--- src/design/ggf_pkg.sv ---
// Shared types, codes and helpers of the gradient field core.
package ggf_pkg;

   localparam int GRID_X_DEFAULT = 32;
   localparam int GRID_Y_DEFAULT = 32;
   localparam int GRID_Z_DEFAULT = 32;

   localparam int CSR_INDEX_W = 4;
   localparam int QUEUE_DEPTH = 2;

   localparam logic [CSR_INDEX_W-1:0] REG_AXIS       = 4'd0;
   localparam logic [CSR_INDEX_W-1:0] REG_Z_WRAP     = 4'd1;
   localparam logic [CSR_INDEX_W-1:0] REG_SLAB_LOWER = 4'd2;
   localparam logic [CSR_INDEX_W-1:0] REG_SLAB_UPPER = 4'd3;
   localparam logic [CSR_INDEX_W-1:0] REG_SIZE_X     = 4'd4;
   localparam logic [CSR_INDEX_W-1:0] REG_SIZE_Y     = 4'd5;
   localparam logic [CSR_INDEX_W-1:0] REG_SIZE_Z     = 4'd6;
   localparam logic [CSR_INDEX_W-1:0] REG_INV_CELL   = 4'd7;

   localparam logic [1:0] AXIS_X = 2'd0;
   localparam logic [1:0] AXIS_Y = 2'd1;
   localparam logic [1:0] AXIS_Z = 2'd2;
   localparam logic [1:0] AXIS_NONE = 2'd3;

   localparam logic OP_LOAD  = 1'b0;
   localparam logic OP_QUERY = 1'b1;

   typedef enum logic [1:0] {
      CMD_LOAD,
      CMD_ZERO,
      CMD_DERIV,
      CMD_ZAVG
   } cmd_kind_type;

   typedef struct packed {
      logic [1:0]  axis;
      logic        z_wrap;
      logic [5:0]  slab_lower;
      logic [5:0]  slab_upper;
      logic [5:0]  size_x;
      logic [5:0]  size_y;
      logic [5:0]  size_z;
      logic [31:0] inv_cell;
   } cfg_type;

   typedef struct packed {
      logic [4:0] x;
      logic [4:0] y;
      logic [4:0] z;
   } point_type;

   typedef struct packed {
      point_type hi;
      point_type lo;
      logic      one_sided;
   } pair_type;

   typedef struct packed {
      cmd_kind_type       kind;
      logic               one_sided;
      point_type          p0_hi;
      point_type          p0_lo;
      point_type          p1_hi;
      point_type          p1_lo;
      logic signed [31:0] wdata;
   } cmd_type;

   function automatic logic [5:0] clamp_size(logic [5:0] s, int unsigned g);
      if (s < 6'd3) return 6'd3;
      if (32'(s) > g) return g[5:0];
      return s;
   endfunction

endpackage

--- src/design/ggf_cmd_queue.sv ---
// Short command queue between the front end and the back end.
module ggf_cmd_queue (
   input  logic             clock,
   input  logic             reset,
   input  logic             push_valid,
   input  ggf_pkg::cmd_type push_cmd,
   output logic             push_ready,
   output logic             pop_valid,
   output ggf_pkg::cmd_type pop_cmd,
   input  logic             pop_ready
);

   localparam int PtrW = (ggf_pkg::QUEUE_DEPTH > 1) ? $clog2(ggf_pkg::QUEUE_DEPTH) : 1;
   localparam int CntW = $clog2(ggf_pkg::QUEUE_DEPTH + 1);

   ggf_pkg::cmd_type entry_ff [ggf_pkg::QUEUE_DEPTH];
   logic [PtrW-1:0] wr_ptr_ff, wr_ptr_in, rd_ptr_ff, rd_ptr_in;
   logic [CntW-1:0] count_ff, count_in;
   logic            do_push, do_pop;

   function automatic logic [PtrW-1:0] next_ptr(logic [PtrW-1:0] p);
      if (32'(p) == ggf_pkg::QUEUE_DEPTH - 1) return '0;
      return p + PtrW'(1);
   endfunction

   always_comb begin
      push_ready = (32'(count_ff) < ggf_pkg::QUEUE_DEPTH);
      pop_valid = (count_ff != '0);
      pop_cmd = entry_ff[rd_ptr_ff];
      do_push = push_valid && push_ready;
      do_pop = pop_valid && pop_ready;
      wr_ptr_in = do_push ? next_ptr(wr_ptr_ff) : wr_ptr_ff;
      rd_ptr_in = do_pop ? next_ptr(rd_ptr_ff) : rd_ptr_ff;
      count_in = count_ff + CntW'(do_push) - CntW'(do_pop);
   end

   always_ff @(posedge clock) begin
      if (do_push) begin
         entry_ff[wr_ptr_ff] <= push_cmd;
      end
      if (reset) begin
         wr_ptr_ff <= '0;
         rd_ptr_ff <= '0;
         count_ff <= '0;
      end else begin
         wr_ptr_ff <= wr_ptr_in;
         rd_ptr_ff <= rd_ptr_in;
         count_ff <= count_in;
      end
   end

endmodule

--- config.mk ---
export PLATFORM = sky130hd
export DESIGN_NAME = ggf_cmd_queue
export DESIGN_NICKNAME = d
export VERILOG_FILES = /design/src/design/ggf_pkg.sv /design/src/design/ggf_cmd_queue.sv
export SDC_FILE = /design/constraint.sdc
export NUM_CORES = 1
export LEC_CHECK = 0
export BUFFER_PORTS_ARGS = -buffer_cell sky130_fd_sc_hd__buf_2
export CAP_MARGIN = 20
export CORE_ASPECT_RATIO = 1.5
export CORE_UTILIZATION = 30
export CTS_BUF_LIST = sky130_fd_sc_hd__clkbuf_2
export CTS_CLUSTER_SIZE = 10
export DETAILED_ROUTE_END_ITERATION = 10
export PLACE_DENSITY = 0.57
export SYNTH_ARGS = -nofsm -noshare
export SYNTH_HDL_FRONTEND = slang
export SYNTH_SLANG_ARGS = --single-unit
--- constraint.sdc ---
create_clock -name clock -period 8.9 [get_ports clock]
set_input_delay 0.89 -clock clock [delete_from_list [all_inputs] [get_ports clock]]
set_output_delay 0.89 -clock clock [all_outputs]
set_load 0.01 [all_outputs]
==> flow_metrics.env <==
export IMPL_yosys_top_cells_area="edfxtp_1, mux2_4, mux2_2"
export IMPL_die_w_um=129.4
export IMPL_period_share=0.4249
export IMPL_ys_types=21
export IMPL_gp_congestion=0.7142
export IMPL_via_per_inst=4.202
export IMPL_avgSynthCellArea_um2=22.61
export IMPL_synth_fa_ha_area_frac=0.001714
export IMPL_skew_ps=30.97
export IMPL_rows=69
export IMPL_final_hold_viol_count=0
export IMPL_min_path_cells=1
export IMPL_crit_fanout=35
export IMPL_wl_um=13860
export IMPL_synth_cell_area_um2=7302
export IMPL_required_ps=8010
export IMPL_vias=3635
export IMPL_reg2reg_from="count_ff[1]"
export IMPL_syn_inst=323
export IMPL_start_kind="flop"
export IMPL_placed_cell_area_um2=8611
export IMPL_p_per_area_nw_per_um2=229.9
export IMPL_finalMaxSlewViolations=0
export IMPL_yosys_area_share_simple=0.01097
export IMPL_path_cells="buf_4, buf_12, mux2_2, buf_2"
export IMPL_drt_iter0_drc=160
export IMPL_synth_seq_cells=195
export IMPL_cp_data_arrival_time_ps=2890
export IMPL_cts_made_buffers=17
export IMPL_grt_pass1_wl_um=20440
export IMPL_clock_fmax_mhz=264.4
export IMPL_cts_hold_buf=0
export IMPL_ir_drop_mv=0.1457
export IMPL_io_buffers=195
export IMPL_track_usage=0.1130
export IMPL_cts_tree="yes"
export IMPL_clk_pin_slew_worst_paths_ps=290
export IMPL_setup_violations=0
export IMPL_synth_compound_area_frac=0.003084
export IMPL_area_delta_synth_final_pct=21.28
export IMPL_total_power_mw=2.036
export IMPL_status="complete, no violations"
export IMPL_grt_max_degree=70
export IMPL_tightest_slew_ps=953.3
export IMPL_synth_top_area_share=0.7814
export IMPL_synth_top_family_by_area="multiplexers"
export IMPL_synth_area_mux_share=0.1722
export IMPL_grt_pass1_vias=3894
export IMPL_max_stage_delay_ps=710
export IMPL_wire_per_inst_um=16.02
export IMPL_ctsResizeCount=0
export IMPL_root_buffer="clkbuf_2"
export IMPL_fillers=2299
export IMPL_p_leak_nw=3.315
export IMPL_layout_cells_non_filler=865
export IMPL_gr_total_overflow=0
export IMPL_post_route_drc_count=0
export IMPL_clockBufferDepth=2
export IMPL_hold_start="push_cmd[61]"
export IMPL_rsz0062_at_grt="false"
export IMPL_die_y_um=193.1
export IMPL_synth_fp_nets=423
export IMPL_drt_pass1_iter_count=4
export IMPL_synth_xor_xnor_area_share=0.002399
export IMPL_synth_largest_area_cell="edfxtp_1"
export IMPL_clk_latency_ps=750
export IMPL_dpl_cell_count=829
export IMPL_maxCapViolations=0
export IMPL_core_um2=23830
export IMPL_postLayoutCellArea_um2=8856
export IMPL_slew_headroom=0.3631
export IMPL_ys_seq_area_frac=0.7951
export IMPL_drive_above_1_share=0.6077
export IMPL_postRouteAntennaNets=0
export IMPL_post_cts_buffers=0
export IMPL_ys_warn_count=0
export IMPL_dieArea_um2=24980
export IMPL_hold_path_class="input pin to flop"
export IMPL_critical_path_class="flop to output pin"
export IMPL_ff2ff_path_depth=3
export IMPL_initial_core_util=0.3064
export IMPL_tns_ps=0
export IMPL_fin_nets=630
export IMPL_period_needed_ps=3782
export IMPL_critPathSlowestCell="dfxtp_4"
export IMPL_hpwl_um=9159
export IMPL_crit_path_end_kind="output pin"
export IMPL_antenna_found_initial=3
export IMPL_ios=196
export IMPL_cts_max_level=4
export IMPL_clock_sinks=195
## where the power goes
part / leakage [nW] / switching [mW] / internal [mW] / total (mW)
clock network: 0.129 / 0.304 / 0.103 / 0.407
logic: 1.37 / 0.231 / 0.235 / 0.466
registers: 1.82 / 0.0398 / 1.12 / 1.16
## logic make-up (layout without fill, tap and decap cells)
| logic type | Yosys count | after routing |
|---|---|---|
| simple gates | 14 | 14 |
| fa+ha+maj | 1 | 1 |
| other cells | 0 | 3 |
| xor+xnor | 2 | 2 |
| buf+inv | 12 | 232 |
| compound gates | 4 | 4 |
| mux | 95 | 95 |
| flops | 195 | 195 |
## layout by cell type, fill, tap and decap left out, types with 2 or more instances in the layout
master,count
buf_2,195
edfxtp_1,190
mux2_4,50
mux2_2,45
clkbuf_2,17
nor2_1,4
inv_6,4
dfxtp_1,4
diode_2,3
nor2b_1,3
clkinv_4,3
clkinvlp_4,3
clkinv_2,3
buf_4,3
o21ai_0,2
nor3_1,2
## cells in the mapped netlist, drive strengths merged
cell type	instances
ha	1
or2	1
and2	1
dfxtp	5
and4bb	1
a21oi	1
xnor2	1
xor2	1
inv	1
o21a	1
mux2	95
edfxtp	190
nor3	2
nor2	4
buf	11
o21ai	2
nand3	1
nor2b	4
## per-layer routing
| metal | track usage | routed length, um | vias to the layer above |
|---|---|---|---|
| met1 | 0.1107 | 5128 | 1831 |
| met2 | 0.2101 | 7903 | 107 |
| met4 | 0.05158 | 89 | 0 |
| met3 | 0.04001 | 735 | 4 |
| li1 | - | - | 1693 |
| met5 | 0 | 0 | - |
## critical path: cells and delay by family (launching register included)
family	cells	cell delay, ps
DFF	1	710
muxes	1	390
buffers and inverters	3	1000
## worst paths after layout
path         slack (ps)               to
max                5120      pop_cmd[16]
min                 300  entry_ff[1][61]
max reg2reg        6090  entry_ff[0][28]
min reg2reg         550             flop
## layout make-up
cell class,count,area (um2),area share
Sequential cell,195,5809,0.6560
Inverter,1,3.754,0.0004238
Clock buffer,17,85.08,0.009607
Clock inverter,15,132.6,0.01498
Antenna cell,3,7.507,0.0008477
Multi-Input combinational cell,116,1400,0.1581
Timing Repair Buffer,199,1018,0.1150
Tap cell,319,399.1,0.04507
## registers in the layout, indices dropped and copies added (netlist names), named ones only
register,count
count_ff,2
entry_ff,190
rd_ptr_ff,1
wr_ptr_ff,1
## stage by stage
stage	setup WS [ps]	util	hold WS, ps
final	5118	0.3717	302.8
after CTS	4722	0.3705	118.8
after floorplan	2989	-	472.5
after global routing	4781	0.3716	133.9
after detailed placement	5369	0.3614	496.1
after global placement	5490	0.3614	487.6
Power figures use the tool's default switching activity.
