## src/design/ggf_pkg.sv

```systemverilog
// Shared types, codes and helpers of the gradient field core.
package ggf_pkg;

   localparam int GRID_X_DEFAULT = 32;
   localparam int GRID_Y_DEFAULT = 32;
   localparam int GRID_Z_DEFAULT = 32;

   localparam int CSR_INDEX_W = 4;
   localparam int QUEUE_DEPTH = 2;

   localparam logic [CSR_INDEX_W-1:0] REG_AXIS       = 4'd0;
   localparam logic [CSR_INDEX_W-1:0] REG_Z_WRAP     = 4'd1;
   localparam logic [CSR_INDEX_W-1:0] REG_SLAB_LOWER = 4'd2;
   localparam logic [CSR_INDEX_W-1:0] REG_SLAB_UPPER = 4'd3;
   localparam logic [CSR_INDEX_W-1:0] REG_SIZE_X     = 4'd4;
   localparam logic [CSR_INDEX_W-1:0] REG_SIZE_Y     = 4'd5;
   localparam logic [CSR_INDEX_W-1:0] REG_SIZE_Z     = 4'd6;
   localparam logic [CSR_INDEX_W-1:0] REG_INV_CELL   = 4'd7;

   localparam logic [1:0] AXIS_X = 2'd0;
   localparam logic [1:0] AXIS_Y = 2'd1;
   localparam logic [1:0] AXIS_Z = 2'd2;
   localparam logic [1:0] AXIS_NONE = 2'd3;

   localparam logic OP_LOAD  = 1'b0;
   localparam logic OP_QUERY = 1'b1;

   typedef enum logic [1:0] {
      CMD_LOAD,
      CMD_ZERO,
      CMD_DERIV,
      CMD_ZAVG
   } cmd_kind_type;

   typedef struct packed {
      logic [1:0]  axis;
      logic        z_wrap;
      logic [5:0]  slab_lower;
      logic [5:0]  slab_upper;
      logic [5:0]  size_x;
      logic [5:0]  size_y;
      logic [5:0]  size_z;
      logic [31:0] inv_cell;
   } cfg_type;

   typedef struct packed {
      logic [4:0] x;
      logic [4:0] y;
      logic [4:0] z;
   } point_type;

   typedef struct packed {
      point_type hi;
      point_type lo;
      logic      one_sided;
   } pair_type;

   typedef struct packed {
      cmd_kind_type       kind;
      logic               one_sided;
      point_type          p0_hi;
      point_type          p0_lo;
      point_type          p1_hi;
      point_type          p1_lo;
      logic signed [31:0] wdata;
   } cmd_type;

   function automatic logic [5:0] clamp_size(logic [5:0] s, int unsigned g);
      if (s < 6'd3) return 6'd3;
      if (32'(s) > g) return g[5:0];
      return s;
   endfunction

endpackage

```

## src/design/ggf_if.sv

```systemverilog
// Handshake channel interfaces of the gradient field core.
interface ggf_req_if;
   logic               valid;
   logic               ready;
   logic               op;
   logic [4:0]         pos_x;
   logic [4:0]         pos_y;
   logic [4:0]         pos_z;
   logic signed [31:0] potential;
   modport source (output valid, op, pos_x, pos_y, pos_z, potential, input ready);
   modport sink (input valid, op, pos_x, pos_y, pos_z, potential, output ready);
endinterface


```

## src/design/ggf_front.sv

```systemverilog
// Front end: classifies each incoming item into a grid command.
module ggf_front #(
   parameter int GRID_X = ggf_pkg::GRID_X_DEFAULT,
   parameter int GRID_Y = ggf_pkg::GRID_Y_DEFAULT,
   parameter int GRID_Z = ggf_pkg::GRID_Z_DEFAULT
) (
   input  ggf_pkg::cfg_type cfg,
   ggf_req_if.sink          req_port,
   output logic             push_valid,
   output ggf_pkg::cmd_type push_cmd,
   input  logic             push_ready
);

   function automatic ggf_pkg::pair_type make_pair(logic [1:0] axis, logic [4:0] x,
                                                   logic [4:0] y, logic [4:0] z,
                                                   logic [5:0] sz);
      ggf_pkg::pair_type p;
      p.hi.x = x;
      p.hi.y = y;
      p.hi.z = z;
      p.lo = p.hi;
      p.one_sided = 1'b0;
      unique case (axis)
         ggf_pkg::AXIS_X: begin
            p.hi.x = x + 5'd1;
            p.lo.x = x - 5'd1;
         end
         ggf_pkg::AXIS_Y: begin
            p.hi.y = y + 5'd1;
            p.lo.y = y - 5'd1;
         end
         ggf_pkg::AXIS_Z: begin
            if (z == 5'd0) begin
               p.hi.z = 5'd1;
               p.one_sided = 1'b1;
            end else if ({1'b0, z} == sz - 6'd1) begin
               p.lo.z = z - 5'd1;
               p.one_sided = 1'b1;
            end else begin
               p.hi.z = z + 5'd1;
               p.lo.z = z - 5'd1;
            end
         end
         default: begin
         end
      endcase
      return p;
   endfunction

   logic [5:0] sx, sy, sz, xl, xh, sz_last, x6, y6, z6;
   logic       in_window, z_end, load_in_grid;
   ggf_pkg::pair_type pair0, pair1;

   always_comb begin
      sx = ggf_pkg::clamp_size(cfg.size_x, GRID_X);
      sy = ggf_pkg::clamp_size(cfg.size_y, GRID_Y);
      sz = ggf_pkg::clamp_size(cfg.size_z, GRID_Z);
      sz_last = sz - 6'd1;
      xl = (cfg.slab_lower < 6'd1) ? 6'd1 : cfg.slab_lower;
      xh = (cfg.slab_upper < sx - 6'd1) ? cfg.slab_upper : sx - 6'd1;
      x6 = {1'b0, req_port.pos_x};
      y6 = {1'b0, req_port.pos_y};
      z6 = {1'b0, req_port.pos_z};
      in_window = (cfg.axis != ggf_pkg::AXIS_NONE) && (x6 >= xl) && (x6 < xh) &&
                  (y6 >= 6'd1) && (y6 < sy - 6'd1) && (z6 < sz);
      z_end = (z6 == 6'd0) || (z6 == sz_last);
      load_in_grid = (32'(req_port.pos_x) < GRID_X) && (32'(req_port.pos_y) < GRID_Y) &&
                     (32'(req_port.pos_z) < GRID_Z);
      pair0 = make_pair(cfg.axis, req_port.pos_x, req_port.pos_y,
                        z_end ? 5'd0 : req_port.pos_z, sz);
      pair1 = make_pair(cfg.axis, req_port.pos_x, req_port.pos_y, sz_last[4:0], sz);

      push_cmd.one_sided = pair0.one_sided;
      push_cmd.p0_lo = pair0.lo;
      push_cmd.p1_hi = pair1.hi;
      push_cmd.p1_lo = pair1.lo;
      push_cmd.wdata = req_port.potential;
      if (req_port.op == ggf_pkg::OP_LOAD) begin
         push_cmd.kind = ggf_pkg::CMD_LOAD;
         push_cmd.p0_hi.x = req_port.pos_x;
         push_cmd.p0_hi.y = req_port.pos_y;
         push_cmd.p0_hi.z = req_port.pos_z;
      end else begin
         push_cmd.p0_hi = pair0.hi;
         if (!in_window) begin
            push_cmd.kind = ggf_pkg::CMD_ZERO;
         end else if (z_end) begin
            push_cmd.kind = cfg.z_wrap ? ggf_pkg::CMD_ZAVG : ggf_pkg::CMD_ZERO;
         end else begin
            push_cmd.kind = ggf_pkg::CMD_DERIV;
         end
      end
      push_valid = req_port.valid && ((req_port.op == ggf_pkg::OP_QUERY) || load_in_grid);
   end

   assign req_port.ready = push_ready;

endmodule

```

## src/flat_wrapper.sv

```systemverilog
// flat-port wrapper written by rule: the top's interface ports become plain ports
module ggf_front_flat 
#(
   parameter int GRID_X = ggf_pkg::GRID_X_DEFAULT,
   parameter int GRID_Y = ggf_pkg::GRID_Y_DEFAULT,
   parameter int GRID_Z = ggf_pkg::GRID_Z_DEFAULT
)
  (cfg, push_valid, push_cmd, push_ready, req_port_valid, req_port_op, req_port_pos_x, req_port_pos_y, req_port_pos_z, req_port_potential, req_port_ready);
  ggf_req_if req_port_i ();
  input  ggf_pkg::cfg_type cfg;
  output logic push_valid;
  output ggf_pkg::cmd_type push_cmd;
  input  logic push_ready;
  input wire logic [$bits(req_port_i.valid)-1:0] req_port_valid;
  input wire logic [$bits(req_port_i.op)-1:0] req_port_op;
  input wire logic [$bits(req_port_i.pos_x)-1:0] req_port_pos_x;
  input wire logic [$bits(req_port_i.pos_y)-1:0] req_port_pos_y;
  input wire logic [$bits(req_port_i.pos_z)-1:0] req_port_pos_z;
  input wire logic [$bits(req_port_i.potential)-1:0] req_port_potential;
  output wire logic [$bits(req_port_i.ready)-1:0] req_port_ready;
  assign req_port_i.valid = req_port_valid;
  assign req_port_i.op = req_port_op;
  assign req_port_i.pos_x = req_port_pos_x;
  assign req_port_i.pos_y = req_port_pos_y;
  assign req_port_i.pos_z = req_port_pos_z;
  assign req_port_i.potential = req_port_potential;
  assign req_port_ready = req_port_i.ready;
  ggf_front #(.GRID_X(GRID_X), .GRID_Y(GRID_Y), .GRID_Z(GRID_Z)) u_core (.cfg(cfg), .req_port(req_port_i), .push_valid(push_valid), .push_cmd(push_cmd), .push_ready(push_ready));
endmodule
```

## config.mk

```make
export PLATFORM = sky130hd
export DESIGN_NAME = ggf_front_flat
export DESIGN_NICKNAME = d
export VERILOG_FILES = /design/src/design/ggf_pkg.sv /design/src/design/ggf_if.sv /design/src/design/ggf_front.sv /design/src/flat_wrapper.sv
export SDC_FILE = /design/constraint.sdc
export NUM_CORES = 1
export LEC_CHECK = 0
export ABC_AREA = 1
export BUFFER_PORTS_ARGS = -buffer_cell sky130_fd_sc_hd__buf_4
export CORE_MARGIN = 5
export CORE_UTILIZATION = 38
export DETAILED_ROUTE_END_ITERATION = 8
export PLACE_DENSITY_LB_ADDON = 0.2
export SLEW_MARGIN = 20
export SYNTH_ARGS = -nofsm -noshare
export SYNTH_HDL_FRONTEND = slang
export SYNTH_SLANG_ARGS = --single-unit
```

## constraint.sdc

```tcl
create_clock -name vclk -period 2.6
set_clock_uncertainty 0.05 [all_clocks]
set_input_delay 0.13 -clock vclk [all_inputs]
set_output_delay 0.13 -clock vclk [all_outputs]
set_load 0.01 [all_outputs]
```

==> results_tabular.tex, run 1 <==
\begin{tabular}{lr}
\hline
Metric & Value \\
\hline
\multicolumn{2}{l}{\textbf{Run status}} \\
\quad Status & complete, but fails checks \\
\quad Violated checks & negative setup slack \\
\multicolumn{2}{l}{\textbf{Timing}} \\
\quad Final Max Tran Viols & 0 \\
\quad Maximum clock frequency & 325.1 MHz \\
\quad Number of failing hold endpoints at the final stage & 0 \\
\quad Final cycle utilization of the critical path & 118.3\% \\
\quad Final setup violation count & 11 \\
\quad Fin worst setup slack & -0.4758 ns \\
\quad Minimum hold slack & 0.2100 ns \\
\quad Period minus WS final & 3.076 ns \\
\quad Setup TNS after final layout & -1.834 ns \\
\quad Unrepaired setup endpoints after global routing & true \\
\multicolumn{2}{l}{\textbf{Pwr}} \\
\quad Power, Total & 1.040 mW \\
\quad Worst ir drop on vdd & 0.1037 mV \\
\quad Lkg Pwr & 2.367 nW \\
\quad Pwr per Cell Area & 233.0 nW/um2 \\
\multicolumn{2}{l}{\textbf{Floorplanning}} \\
\quad Area of the die & 8682 um2 \\
\quad Core region area & 6756 um2 \\
\quad I/O pin count & 212 \\
\quad Die span in x & 93.18 um \\
\quad Y dimension of the die & 93.18 um \\
\quad Row count & 30 \\
\quad Initial Util & 38.91\% \\
\multicolumn{2}{l}{\textbf{Placed design}} \\
\quad Detail Placement HPWL & 7132 um \\
\quad Placer Congestion & 0.8734 \\
\quad Instance area at placement & 3760 um2 \\
\quad Port Buffers & 112 \\
\multicolumn{2}{l}{\textbf{Final layout}} \\
\quad Ant. Diodes & 0 \\
\quad Fill cell total of the finished layout & 561 \\
\quad Final layout net count & 754 \\
\quad Flip-flop and latch area & 0 um2 \\
\quad Number of clock buffer instances in the layout & 0 \\
\quad Sequential cell count & 0 \\
\quad Fraction of layout instances using a drive strength above 1 & 52.08\% \\
\quad Post-route cell area & 4463 um2 \\
\quad Multi-input gate area & 2474 um2 \\
\quad Post-synthesis to final-layout area growth & 69.78\% \\
\multicolumn{2}{l}{\textbf{Route}} \\
\quad Drt first pass iters & 4 \\
\quad Drt initial violations & 114 \\
\quad Number of remaining DRC errors & 0 \\
\quad Vias & 3372 \\
\quad Routed wire length & 9312 um \\
\quad ANT nets after route & 0 \\
\quad Average wire length per cell after detail routing & 13.67 um \\
\quad Number of vias per cell & 4.952 \\
\multicolumn{2}{l}{\textbf{Yosys}} \\
\quad Post-synthesis share of cell area spent on xor and xnor gates & 9.662\% \\
\quad Average cell area after synthesis & 5.816 um2 \\
\quad Post-synth cell types & 38 \\
\quad Largest family of logic cells by synthesized area & simple AND/OR/NAND/NOR gates \\
\quad Syn\_nets & 603 \\
\quad Register area share after synthesis & 0\% \\
\quad Number of synthesis warnings & 0 \\
\quad Post-synth design cell area & 2629 um2 \\
\quad Gate count after technology mapping & 452 \\
\quad Adder-cell share of the synthesized area & 17.13\% \\
\quad Multiplexer fraction of the synthesized cell area & 0\% \\
\quad Simple-gate area share of the yosys netlist & 33.08\% \\
\quad Area fraction in compound gates after synthesis & 16.04\% \\
\multicolumn{2}{l}{\textbf{Setup path}} \\
\quad Category of the worst setup path launch point & input port \\
\quad Type of the setup path with the least slack & in2out \\
\quad Sort of element at the end of the critical path & output pin \\
\quad Data required time at the worst endpoint & 2.42 ns \\
\quad Max FO, Critical Path & 5 \\
\quad Arrival time at the worst endpoint & 2.90 ns \\
\multicolumn{2}{l}{\textbf{Worst hold path}} \\
\quad Worst Hold Launch & req\_port\_potential[24] \\
\quad Classification of the worst-slack hold path & in2out \\
\quad Min-Delay Path Depth & 0 \\
\quad Endpoint of the worst hold path & push\_cmd[24] \\
\multicolumn{2}{l}{\textbf{GRT}} \\
\quad First-pass GRT wire length & 14340 um \\
\quad Vias in the first global route & 3262 \\
\quad Global-route congestion overflow total & 0 \\
\quad Antenna violations before repair & 0 \\
\quad Total global routing track utilization & 19.15\% \\
\quad Pin count of the biggest net entering global routing & 29 \\
\multicolumn{2}{l}{\textbf{Flow run}} \\
\quad Number of violations of the max-capacitance limit & 0 \\
\multicolumn{2}{l}{\textbf{Clocking}} \\
\quad Number of buffers inserted by hold repair at cts & 0 \\
\hline
\end{tabular}
[power breakdown]
group	switching (mW)	leakage (nW)	internal (mW)
combinational	0.525	2.37	0.515
sequential	0	0	0
clock	0	0	0
total	0.525	2.37	0.515
[per-layer routing]
layer	up-vias	part of all wire [%]	wire length [um]	track usage, %
met3	12	5.1	476	2.253
li1	1710	-	-	-
met1	1560	40	3735	22.30
met2	90	54	5002	37.67
met4	0	1.0	97	2.808
met5	-	0	0	0
[worst max-delay path, stage by stage]
cell and delay (ns):
sky130_fd_sc_hd__buf_8 0.10, sky130_fd_sc_hd__inv_6 0.05, sky130_fd_sc_hd__nand2_4 0.05, sky130_fd_sc_hd__nor3_2 0.09
sky130_fd_sc_hd__nand2_1 0.08, sky130_fd_sc_hd__nand2_2 0.08, sky130_fd_sc_hd__inv_2 0.05, sky130_fd_sc_hd__nor2_4 0.10
sky130_fd_sc_hd__nor2_1 0.06, sky130_fd_sc_hd__nand2_1 0.09, sky130_fd_sc_hd__xor2_2 0.16, sky130_fd_sc_hd__ha_1 0.27
sky130_fd_sc_hd__a21oi_2 0.15, sky130_fd_sc_hd__o21a_1 0.20, sky130_fd_sc_hd__nand2_2 0.11, sky130_fd_sc_hd__nand2_2 0.08
sky130_fd_sc_hd__o21ai_2 0.05, sky130_fd_sc_hd__ha_1 0.30, sky130_fd_sc_hd__a21oi_1 0.13, sky130_fd_sc_hd__o21ai_1 0.09
sky130_fd_sc_hd__a21oi_2 0.18, sky130_fd_sc_hd__nand2_1 0.11, sky130_fd_sc_hd__nor2_2 0.08, sky130_fd_sc_hd__buf_4 0.12
[Yosys cell counts (all sizes together)]
library cell  number  area (um2)
inv               70       262.8
nor3               9       45.04
nand4              6       37.54
o31ai              1       7.510
nand2            107       451.7
clkbuf             1       3.750
a21boi             2       15.01
nand3b             1       7.510
a21oi             19       98.85
o21ai             43       219.0
nand3             29       167.7
xnor2              2       17.52
nor4               1       6.260
xor2              27       236.5
nor3b              1       7.510
o21a               6       45.04
and3               1       6.260
a31oi              1       6.260
a211oi             1       7.510
ha                36       450.4
buf               49       359.1
nor2              34       140.1
conb               1       3.750
clkinv             1       3.750
o22ai              2       12.51
a41o               1       10.01
[worst max path at each step]
| stage | start | to | slack (ns) | cells past startpoint |
|---|---|---|---|---|
| finish | cfg[47] | push_cmd[94] | -0.48 | 24 |
| global route | cfg[47] | push_cmd[94] | -0.75 | 24 |
| CTS | cfg[47] | push_cmd[94] | -0.39 | 24 |
| detailed placement | cfg[46] | push_cmd[94] | -0.71 | 24 |
| global placement | cfg[46] | push_cmd[94] | -0.61 | 24 |
| floorplan | cfg[46] | push_cmd[94] | -0.19 | 22 |
[kinds of logic after synthesis]
| group | count (synthesis) |
|---|---|
| adder cells (fa/ha/maj) | 36 |
| AND/OR/NAND/NOR | 189 |
| AO/OA/AOI/OAI | 76 |
| buffers and inverters | 121 |
| XOR/XNOR | 29 |
| other | 1 |
[cell type report]
type	count	share of cell area, %
repair buffers	198	35.74
multi-input cells	332	55.42
inverters	71	6.588
well taps	80	2.243
[placed cells by master, fill, tap and decap left out, types with 2 or more instances in the layout]
cell type | synthesis | final
sky130_fd_sc_hd__a21oi_1 | 18 | 12
sky130_fd_sc_hd__ha_4 | 0 | 5
sky130_fd_sc_hd__nor2_2 | 2 | 3
sky130_fd_sc_hd__nor2_4 | 1 | 7
sky130_fd_sc_hd__xnor2_1 | 2 | 2
sky130_fd_sc_hd__nand3_1 | 26 | 13
sky130_fd_sc_hd__ha_2 | 0 | 2
sky130_fd_sc_hd__a21oi_2 | 1 | 6
sky130_fd_sc_hd__buf_4 | 46 | 174
sky130_fd_sc_hd__buf_6 | 0 | 19
sky130_fd_sc_hd__nand4_1 | 6 | 6
sky130_fd_sc_hd__inv_2 | 5 | 13
sky130_fd_sc_hd__inv_1 | 65 | 51
sky130_fd_sc_hd__nand3_4 | 1 | 8
sky130_fd_sc_hd__nand3_2 | 2 | 8
sky130_fd_sc_hd__nor2_1 | 31 | 24
sky130_fd_sc_hd__xor2_1 | 27 | 20
sky130_fd_sc_hd__inv_4 | 0 | 4
sky130_fd_sc_hd__o21ai_1 | 2 | 3
sky130_fd_sc_hd__buf_8 | 0 | 5
sky130_fd_sc_hd__nand2_2 | 14 | 25
sky130_fd_sc_hd__nor3_2 | 0 | 2
sky130_fd_sc_hd__o21a_1 | 6 | 6
sky130_fd_sc_hd__o21ai_0 | 40 | 31
sky130_fd_sc_hd__o21ai_2 | 1 | 8
sky130_fd_sc_hd__ha_1 | 36 | 29
sky130_fd_sc_hd__nand2_1 | 91 | 73
sky130_fd_sc_hd__xor2_2 | 0 | 7
sky130_fd_sc_hd__nor3_1 | 9 | 6
sky130_fd_sc_hd__o22ai_1 | 2 | 2
sky130_fd_sc_hd__nand2_4 | 2 | 10
[metrics by stage]
step                      instances  util [%]  setup slack, ns
after CTS                       675     61.61          -0.3936
after global placement          653     55.65          -0.6072
after floorplan                 452         -          -0.1861
after global routing            681     66.06          -0.7536
final                           681     66.06          -0.4758
after detailed placement        653     55.65          -0.7142
[repair_timing]
item,CTS,global route
pin swaps,48,42
resized for setup,72,58
setup endpoints to repair,13,18
cloned,1,0
setup buffers,21,7
No activity file was read; power rests on OpenSTA's default activity.
==> run 2, diff against run 1 <==
--- a/config.mk
+++ b/config.mk
@@ -7,8 +7,10 @@
 export LEC_CHECK = 0
 export ABC_AREA = 1
 export BUFFER_PORTS_ARGS = -buffer_cell sky130_fd_sc_hd__buf_4
+export CELL_PAD_IN_SITES_DETAIL_PLACEMENT = 1
+export CELL_PAD_IN_SITES_GLOBAL_PLACEMENT = 2
 export CORE_MARGIN = 5
-export CORE_UTILIZATION = 38
+export CORE_UTILIZATION = 16
 export DETAILED_ROUTE_END_ITERATION = 8
 export PLACE_DENSITY_LB_ADDON = 0.2
 export SLEW_MARGIN = 20
==> run 2 against run 1 <==
Against the previous run: the run still ends with negative setup slack left; sequential share of layout area unchanged; first-iteration DRC count rose by 13%; flip-flop and latch count unchanged; design area rose by 13%; core utilization fell by 35 points; via count grew 3.6%; count of clock-buffer cells in the layout did not move; global-route usage is 7.0 points lower; critical path type unchanged; critical endpoint unchanged.
==> results_tabular.tex, run 2 (same netlist as run 1, synthesis figures left out) <==
\begin{tabular}{lr}
\hline
Metric & Value \\
\hline
\multicolumn{2}{l}{\textbf{Placed design}} \\
\quad Cells after DPL & 802 \\
\quad Port Buffers & 112 \\
\quad Setup Slack @ Placement & -0.8998 ns \\
\quad Detail Placement HPWL & 9762 um \\
\quad Placer Congestion & 0.7809 \\
\quad Instance area at placement & 4028 um2 \\
\multicolumn{2}{l}{\textbf{GRT}} \\
\quad First-pass GRT wire length & 19980 um \\
\quad Global-route congestion overflow total & 0 \\
\quad Vias in the first global route & 3882 \\
\quad Antenna violations before repair & 0 \\
\quad Total global routing track utilization & 12.13\% \\
\quad Pin count of the biggest net entering global routing & 29 \\
\multicolumn{2}{l}{\textbf{Timing}} \\
\quad Number of failing hold endpoints at the final stage & 0 \\
\quad Final Max Tran Viols & 0 \\
\quad Unrepaired setup endpoints after global routing & true \\
\quad Minimum hold slack & 0.2100 ns \\
\quad Maximum clock frequency & 310.9 MHz \\
\quad Period minus WS final & 3.216 ns \\
\quad Fin worst setup slack & -0.6165 ns \\
\quad Final cycle utilization of the critical path & 123.7\% \\
\quad Final setup violation count & 13 \\
\multicolumn{2}{l}{\textbf{Setup path}} \\
\quad Sort of element at the end of the critical path & output pin \\
\quad Max FO, Critical Path & 6 \\
\quad Category of the worst setup path launch point & input port \\
\quad Type of the setup path with the least slack & in2out \\
\quad Source of the critical timing path & cfg[46] \\
\quad Data required time at the worst endpoint & 2.42 ns \\
\quad Arrival time at the worst endpoint & 3.04 ns \\
\multicolumn{2}{l}{\textbf{Final layout}} \\
\quad Fill cell total of the finished layout & 2044 \\
\quad Sequential cell count & 0 \\
\quad Number of clock buffer instances in the layout & 0 \\
\quad Final non-filler cell total & 846 \\
\quad Post-route cell area & 5025 um2 \\
\quad Multi-input gate area & 2597 um2 \\
\quad Flip-flop and latch area & 0 um2 \\
\quad Highest-count cells in the layout ignoring fill and taps & sky130\_fd\_sc\_hd\_\_buf\_4, sky130\_fd\_sc\_hd\_\_nand2\_1, sky130\_fd\_sc\_hd\_\_inv\_1, sky130\_fd\_sc\_hd\_\_nand2\_2, sky130\_fd\_sc\_hd\_\_ha\_1 \\
\quad Final layout net count & 783 \\
\quad Ant. Diodes & 0 \\
\quad Fraction of layout instances using a drive strength above 1 & 57.78\% \\
\quad Post-synthesis to final-layout area growth & 91.15\% \\
\quad Most frequent standard cell in the layout excluding fill and tap cells & sky130\_fd\_sc\_hd\_\_buf\_4 \\
\multicolumn{2}{l}{\textbf{Flow run}} \\
\quad Number of violations of the max-capacitance limit & 0 \\
\multicolumn{2}{l}{\textbf{Floorplanning}} \\
\quad Core region area & 16000 um2 \\
\quad Y dimension of the die & 138.2 um \\
\quad Die span in x & 138.2 um \\
\quad Row count & 46 \\
\quad Initial Util & 16.43\% \\
\quad I/O pin count & 212 \\
\quad Area of the die & 19090 um2 \\
\multicolumn{2}{l}{\textbf{Route}} \\
\quad Average wire length per cell after detail routing & 14.61 um \\
\quad Number of vias per cell & 4.130 \\
\quad Routed wire length & 12360 um \\
\quad Vias & 3494 \\
\quad ANT nets after route & 0 \\
\quad Number of remaining DRC errors & 0 \\
\quad Drt first pass iters & 4 \\
\quad Drt initial violations & 129 \\
\multicolumn{2}{l}{\textbf{Clocking}} \\
\quad Number of buffers inserted by hold repair at cts & 0 \\
\multicolumn{2}{l}{\textbf{Worst hold path}} \\
\quad Worst Hold Launch & req\_port\_potential[13] \\
\quad Classification of the worst-slack hold path & in2out \\
\multicolumn{2}{l}{\textbf{Pwr}} \\
\quad Worst ir drop on vdd & 0.09020 mV \\
\quad Lkg Pwr & 2.537 nW \\
\quad Pwr per Cell Area & 234.8 nW/um2 \\
\multicolumn{2}{l}{\textbf{Run status}} \\
\quad Violated checks & negative setup slack \\
\quad Status & complete, but fails checks \\
\hline
\end{tabular}
run 2: cell count changes in the layout (fill, tap and decap cells not counted), sizes merged:
cell    before  now
buf        198  228
clkinv       1    3
inv         70   68
nand2      108  107
run 2: layer usage:
metal  part of all wire (%)  track usage (%)  up-vias
met4                    1.2            1.404        0
met3                    5.0            2.345       22
met1                     41            14.50     1645
met5                      0                0        -
li1                       -                -     1763
met2                     52            23.05       64
run 2: what timing repair did:
action / CTS / global route
setup buffers: 36 / 14
pin swaps: 68 / 49
resized for setup: 120 / 54
setup endpoints to repair: 13 / 17
run 2: layout make-up:
| class | instances | share of cell area (%) |
|---|---|---|
| Inverter | 71 | 6.051 |
| Multi-Input combinational cell | 331 | 51.69 |
| Tap cell | 216 | 5.378 |
| Timing Repair Buffer | 228 | 36.88 |
run 2: critical path: stages:
cell	delay, ns
sky130_fd_sc_hd__buf_8	0.11
sky130_fd_sc_hd__inv_12	0.05
sky130_fd_sc_hd__nand2_8	0.04
sky130_fd_sc_hd__nor3_4	0.11
sky130_fd_sc_hd__nand2_1	0.08
sky130_fd_sc_hd__nand2_2	0.10
sky130_fd_sc_hd__inv_4	0.06
sky130_fd_sc_hd__nor2_4	0.14
sky130_fd_sc_hd__nor2_4	0.04
sky130_fd_sc_hd__nand2_2	0.06
sky130_fd_sc_hd__xor2_2	0.21
sky130_fd_sc_hd__ha_4	0.24
sky130_fd_sc_hd__a21oi_2	0.12
sky130_fd_sc_hd__o21a_1	0.23
sky130_fd_sc_hd__nand2_4	0.09
sky130_fd_sc_hd__buf_6	0.14
sky130_fd_sc_hd__nand2_2	0.06
sky130_fd_sc_hd__o21ai_2	0.05
sky130_fd_sc_hd__ha_1	0.30
sky130_fd_sc_hd__nand2_2	0.09
sky130_fd_sc_hd__nor2_2	0.05
sky130_fd_sc_hd__a21oi_4	0.24
sky130_fd_sc_hd__nand2_2	0.08
sky130_fd_sc_hd__nor2_2	0.08
sky130_fd_sc_hd__buf_4	0.12
run 2: metrics by stage:
step | power, mW | utilization (%) | TNS [ns]
3_5_place_dp | 0.9199 | 25.17 | -5.548
6_report | 1.180 | 31.40 | -4.392
3_3_place_gp | 0.9029 | 25.17 | -4.841
5_1_grt | 1.296 | 31.40 | -6.128
2_1_floorplan | 0.5126 | - | -0.2898
4_1_cts | 1.112 | 29.65 | -2.623
run 2: power breakdown:
part | internal [mW] | total (mW) | switching, mW
registers | 0 | 0 | 0
clock network | 0 | 0 | 0
logic | 0.585 | 1.18 | 0.595
run 2: worst paths after layout:
path | to | slack [ns] | cells past startpoint
setup / recovery | push_cmd[94] | -0.62 | 25
hold / removal | push_cmd[13] | 0.21 | 0
==> run 3, diff against run 2 <==
--- a/config.mk
+++ b/config.mk
@@ -13,6 +13,7 @@
 export CORE_UTILIZATION = 16
 export DETAILED_ROUTE_END_ITERATION = 8
 export PLACE_DENSITY_LB_ADDON = 0.2
+export REMOVE_ABC_BUFFERS = 1
 export SLEW_MARGIN = 20
 export SYNTH_ARGS = -nofsm -noshare
 export SYNTH_HDL_FRONTEND = slang
==> run 3 against run 2 <==
Against the previous run: the flow still finishes with violations (negative setup slack); wire length rose by 3.7%; core utilization fell by 1.4 points; critical path depth fell by 1; total power fell by 7.4%; maximum frequency rose by 5.2%; global-route usage rose by 0.36 points; non-clock buffer count fell by 20; largest cell class unchanged.
==> results_tabular.tex, run 3 (same netlist as run 1, synthesis figures left out) <==
\begin{tabular}{lr}
\hline
Metric & Value \\
\hline
\multicolumn{2}{l}{\textbf{Run status}} \\
\quad Status & complete, but fails checks \\
\quad Violated checks & negative setup slack \\
\multicolumn{2}{l}{\textbf{Pwr}} \\
\quad Pwr per Cell Area & 227.5 nW/um2 \\
\quad Worst ir drop on vdd & 0.07345 mV \\
\quad Lkg Pwr & 2.420 nW \\
\quad Power, Total & 1.093 mW \\
\multicolumn{2}{l}{\textbf{Timing}} \\
\quad Period minus WS final & 3.058 ns \\
\quad Final Max Tran Viols & 0 \\
\quad Unrepaired setup endpoints after global routing & true \\
\quad Fin worst setup slack & -0.4582 ns \\
\quad Number of failing hold endpoints at the final stage & 0 \\
\quad Maximum clock frequency & 327.0 MHz \\
\quad Minimum hold slack & 0.2100 ns \\
\quad Final setup violation count & 8 \\
\quad Final cycle utilization of the critical path & 117.6\% \\
\quad Actual slew at the worst max-slew pin & 0.5011 ns \\
\quad Slew headroom & 66.47\% \\
\multicolumn{2}{l}{\textbf{Final layout}} \\
\quad Sequential cell count & 0 \\
\quad Ant. Diodes & 0 \\
\quad Most frequent standard cell in the layout excluding fill and tap cells & sky130\_fd\_sc\_hd\_\_buf\_4 \\
\quad Final layout net count & 763 \\
\quad Fraction of layout instances using a drive strength above 1 & 54.75\% \\
\quad Highest-count cells in the layout ignoring fill and taps & sky130\_fd\_sc\_hd\_\_buf\_4, sky130\_fd\_sc\_hd\_\_nand2\_1, sky130\_fd\_sc\_hd\_\_inv\_1, sky130\_fd\_sc\_hd\_\_o21ai\_0 \\
\quad Flip-flop and latch area & 0 um2 \\
\quad Post-route cell area & 4803 um2 \\
\quad Post-synthesis to final-layout area growth & 82.72\% \\
\quad Fraction of the core area covered by cells at the end of the flow & 30.02\% \\
\quad Number of clock buffer instances in the layout & 0 \\
\multicolumn{2}{l}{\textbf{GRT}} \\
\quad Total global routing track utilization & 12.49\% \\
\quad Busiest grt layer & met2 \\
\quad Vias in the first global route & 3785 \\
\quad Global-route congestion overflow total & 0 \\
\quad First-pass GRT wire length & 19760 um \\
\quad Pin count of the biggest net entering global routing & 29 \\
\quad Antenna violations before repair & 0 \\
\quad M2 GR Usage & 20.61\% \\
\quad Met3 global-route usage & 5.862\% \\
\quad Grt met1 use & 15.56\% \\
\multicolumn{2}{l}{\textbf{Worst hold path}} \\
\quad Endpoint of the worst hold path & push\_cmd[31] \\
\quad Worst Hold Launch & req\_port\_potential[31] \\
\quad Classification of the worst-slack hold path & in2out \\
\quad Min-Delay Path Depth & 0 \\
\multicolumn{2}{l}{\textbf{Floorplanning}} \\
\quad Area of the die & 19090 um2 \\
\quad Y dimension of the die & 138.2 um \\
\quad Initial Util & 16.43\% \\
\quad Core region area & 16000 um2 \\
\quad Die span in x & 138.2 um \\
\quad I/O pin count & 212 \\
\quad Row count & 46 \\
\multicolumn{2}{l}{\textbf{Route}} \\
\quad Drt initial violations & 51 \\
\quad Routed wire length & 12820 um \\
\quad Drt first pass iters & 4 \\
\quad Vias & 3407 \\
\quad ANT nets after route & 0 \\
\quad Average wire length per cell after detail routing & 15.52 um \\
\quad Number of remaining DRC errors & 0 \\
\quad Number of vias per cell & 4.125 \\
\multicolumn{2}{l}{\textbf{Setup path}} \\
\quad Cell Chain, Critical Path & buf\_8 > inv\_6 > nand2\_4 > nor3\_2 > nand2\_1 > nand2\_2 > inv\_2 > nor2\_4 > nor2\_1 > nand2\_1 > xor2\_2 > ha\_4 > a21oi\_2 > o21a\_1 > nand2\_4 > nand2\_2 > o21ai\_1 > ha\_1 > a21oi\_2 > o21ai\_2 > a21oi\_2 > nand2\_1 > nor2\_2 > buf\_6 \\
\quad Slowest stage cell, crit path & sky130\_fd\_sc\_hd\_\_ha\_1 \\
\quad Crit path largest cell delay & 0.31 ns \\
\quad Source of the critical timing path & cfg[47] \\
\quad Type of the setup path with the least slack & in2out \\
\quad Sort of element at the end of the critical path & output pin \\
\quad Data required time at the worst endpoint & 2.42 ns \\
\quad Max FO, Critical Path & 7 \\
\quad Arrival time at the worst endpoint & 2.88 ns \\
\quad Category of the worst setup path launch point & input port \\
\multicolumn{2}{l}{\textbf{Clocking}} \\
\quad Number of buffers inserted by hold repair at cts & 0 \\
\multicolumn{2}{l}{\textbf{Placed design}} \\
\quad Detail Placement HPWL & 10760 um \\
\quad Placer Congestion & 0.7595 \\
\quad Setup Slack @ Placement & -0.8938 ns \\
\quad Instance area at placement & 3850 um2 \\
\quad Port Buffers & 112 \\
\multicolumn{2}{l}{\textbf{Flow run}} \\
\quad Number of violations of the max-capacitance limit & 0 \\
\hline
\end{tabular}
==> run 3: cell types whose count changed in the layout (fill, tap and decap cells not counted), moves of 3 or more <==
cell                      previous run  this run
sky130_fd_sc_hd__buf_4             199       182
sky130_fd_sc_hd__nand2_4             9        14
sky130_fd_sc_hd__nand3_2            13         9
sky130_fd_sc_hd__o21ai_0            26        30
sky130_fd_sc_hd__nand2_1            62        65
sky130_fd_sc_hd__nand2_2            33        27
sky130_fd_sc_hd__o21ai_2            10         7
==> run 3: worst max-delay path by stage <==
stage | to | slack [ns]
floorplan | push_cmd[94] | -0.31
global placement | push_cmd[79] | -0.72
finish | push_cmd[94] | -0.46
CTS | push_cmd[94] | -0.47
detailed placement | push_cmd[94] | -0.89
global route | push_cmd[94] | -0.64
==> run 3: area by class of cell <==
type | count | area, um2
repair buffers | 208 | 1667
inverters | 71 | 294.0
well taps | 216 | 270.3
multi-input cells | 331 | 2572
fillers | 2023 | 11200
==> run 3: critical path, delay by kind of cell <==
family                     cells  cell delay, ns
adders and majority gates      2            0.55
xor gates and xnor gates       1            0.21
AOI/OAI and AO/OA              6            0.74
buffers and inverters          4            0.32
and+or+nand+nor               11            0.92
==> run 3: power breakdown <==
part | internal [mW] | leakage (nW) | switching, mW
combinational | 0.537 | 2.42 | 0.556
sequential | 0 | 0 | 0
clock | 0 | 0 | 0
total | 0.537 | 2.42 | 0.556
==> run 3: repair_timing <==
action / in CTS / in global routing
pin swaps: 54 / 56
cloned: 0 / 0
endpoints found under the setup margin: 18 / 19
buffers inserted: 33 / 6
gates resized for setup: 120 / 68
==> run 3: per-stage QoR <==
step                std cells  setup TNS (ns)
global route              826          -3.603
CTS                       825          -2.173
global placement          793          -8.540
detailed placement        793          -9.327
floorplan                 402          -1.438
finish                    826          -1.608
==> run 3: layer usage <==
layer | share of wire (%) | wire length [um] | up-vias
met5 | 0.70 | 90 | -
met4 | 0.28 | 36 | 4
met3 | 9.9 | 1268 | 6
met2 | 46 | 5880 | 116
met1 | 43 | 5542 | 1554
li1 | - | - | 1727
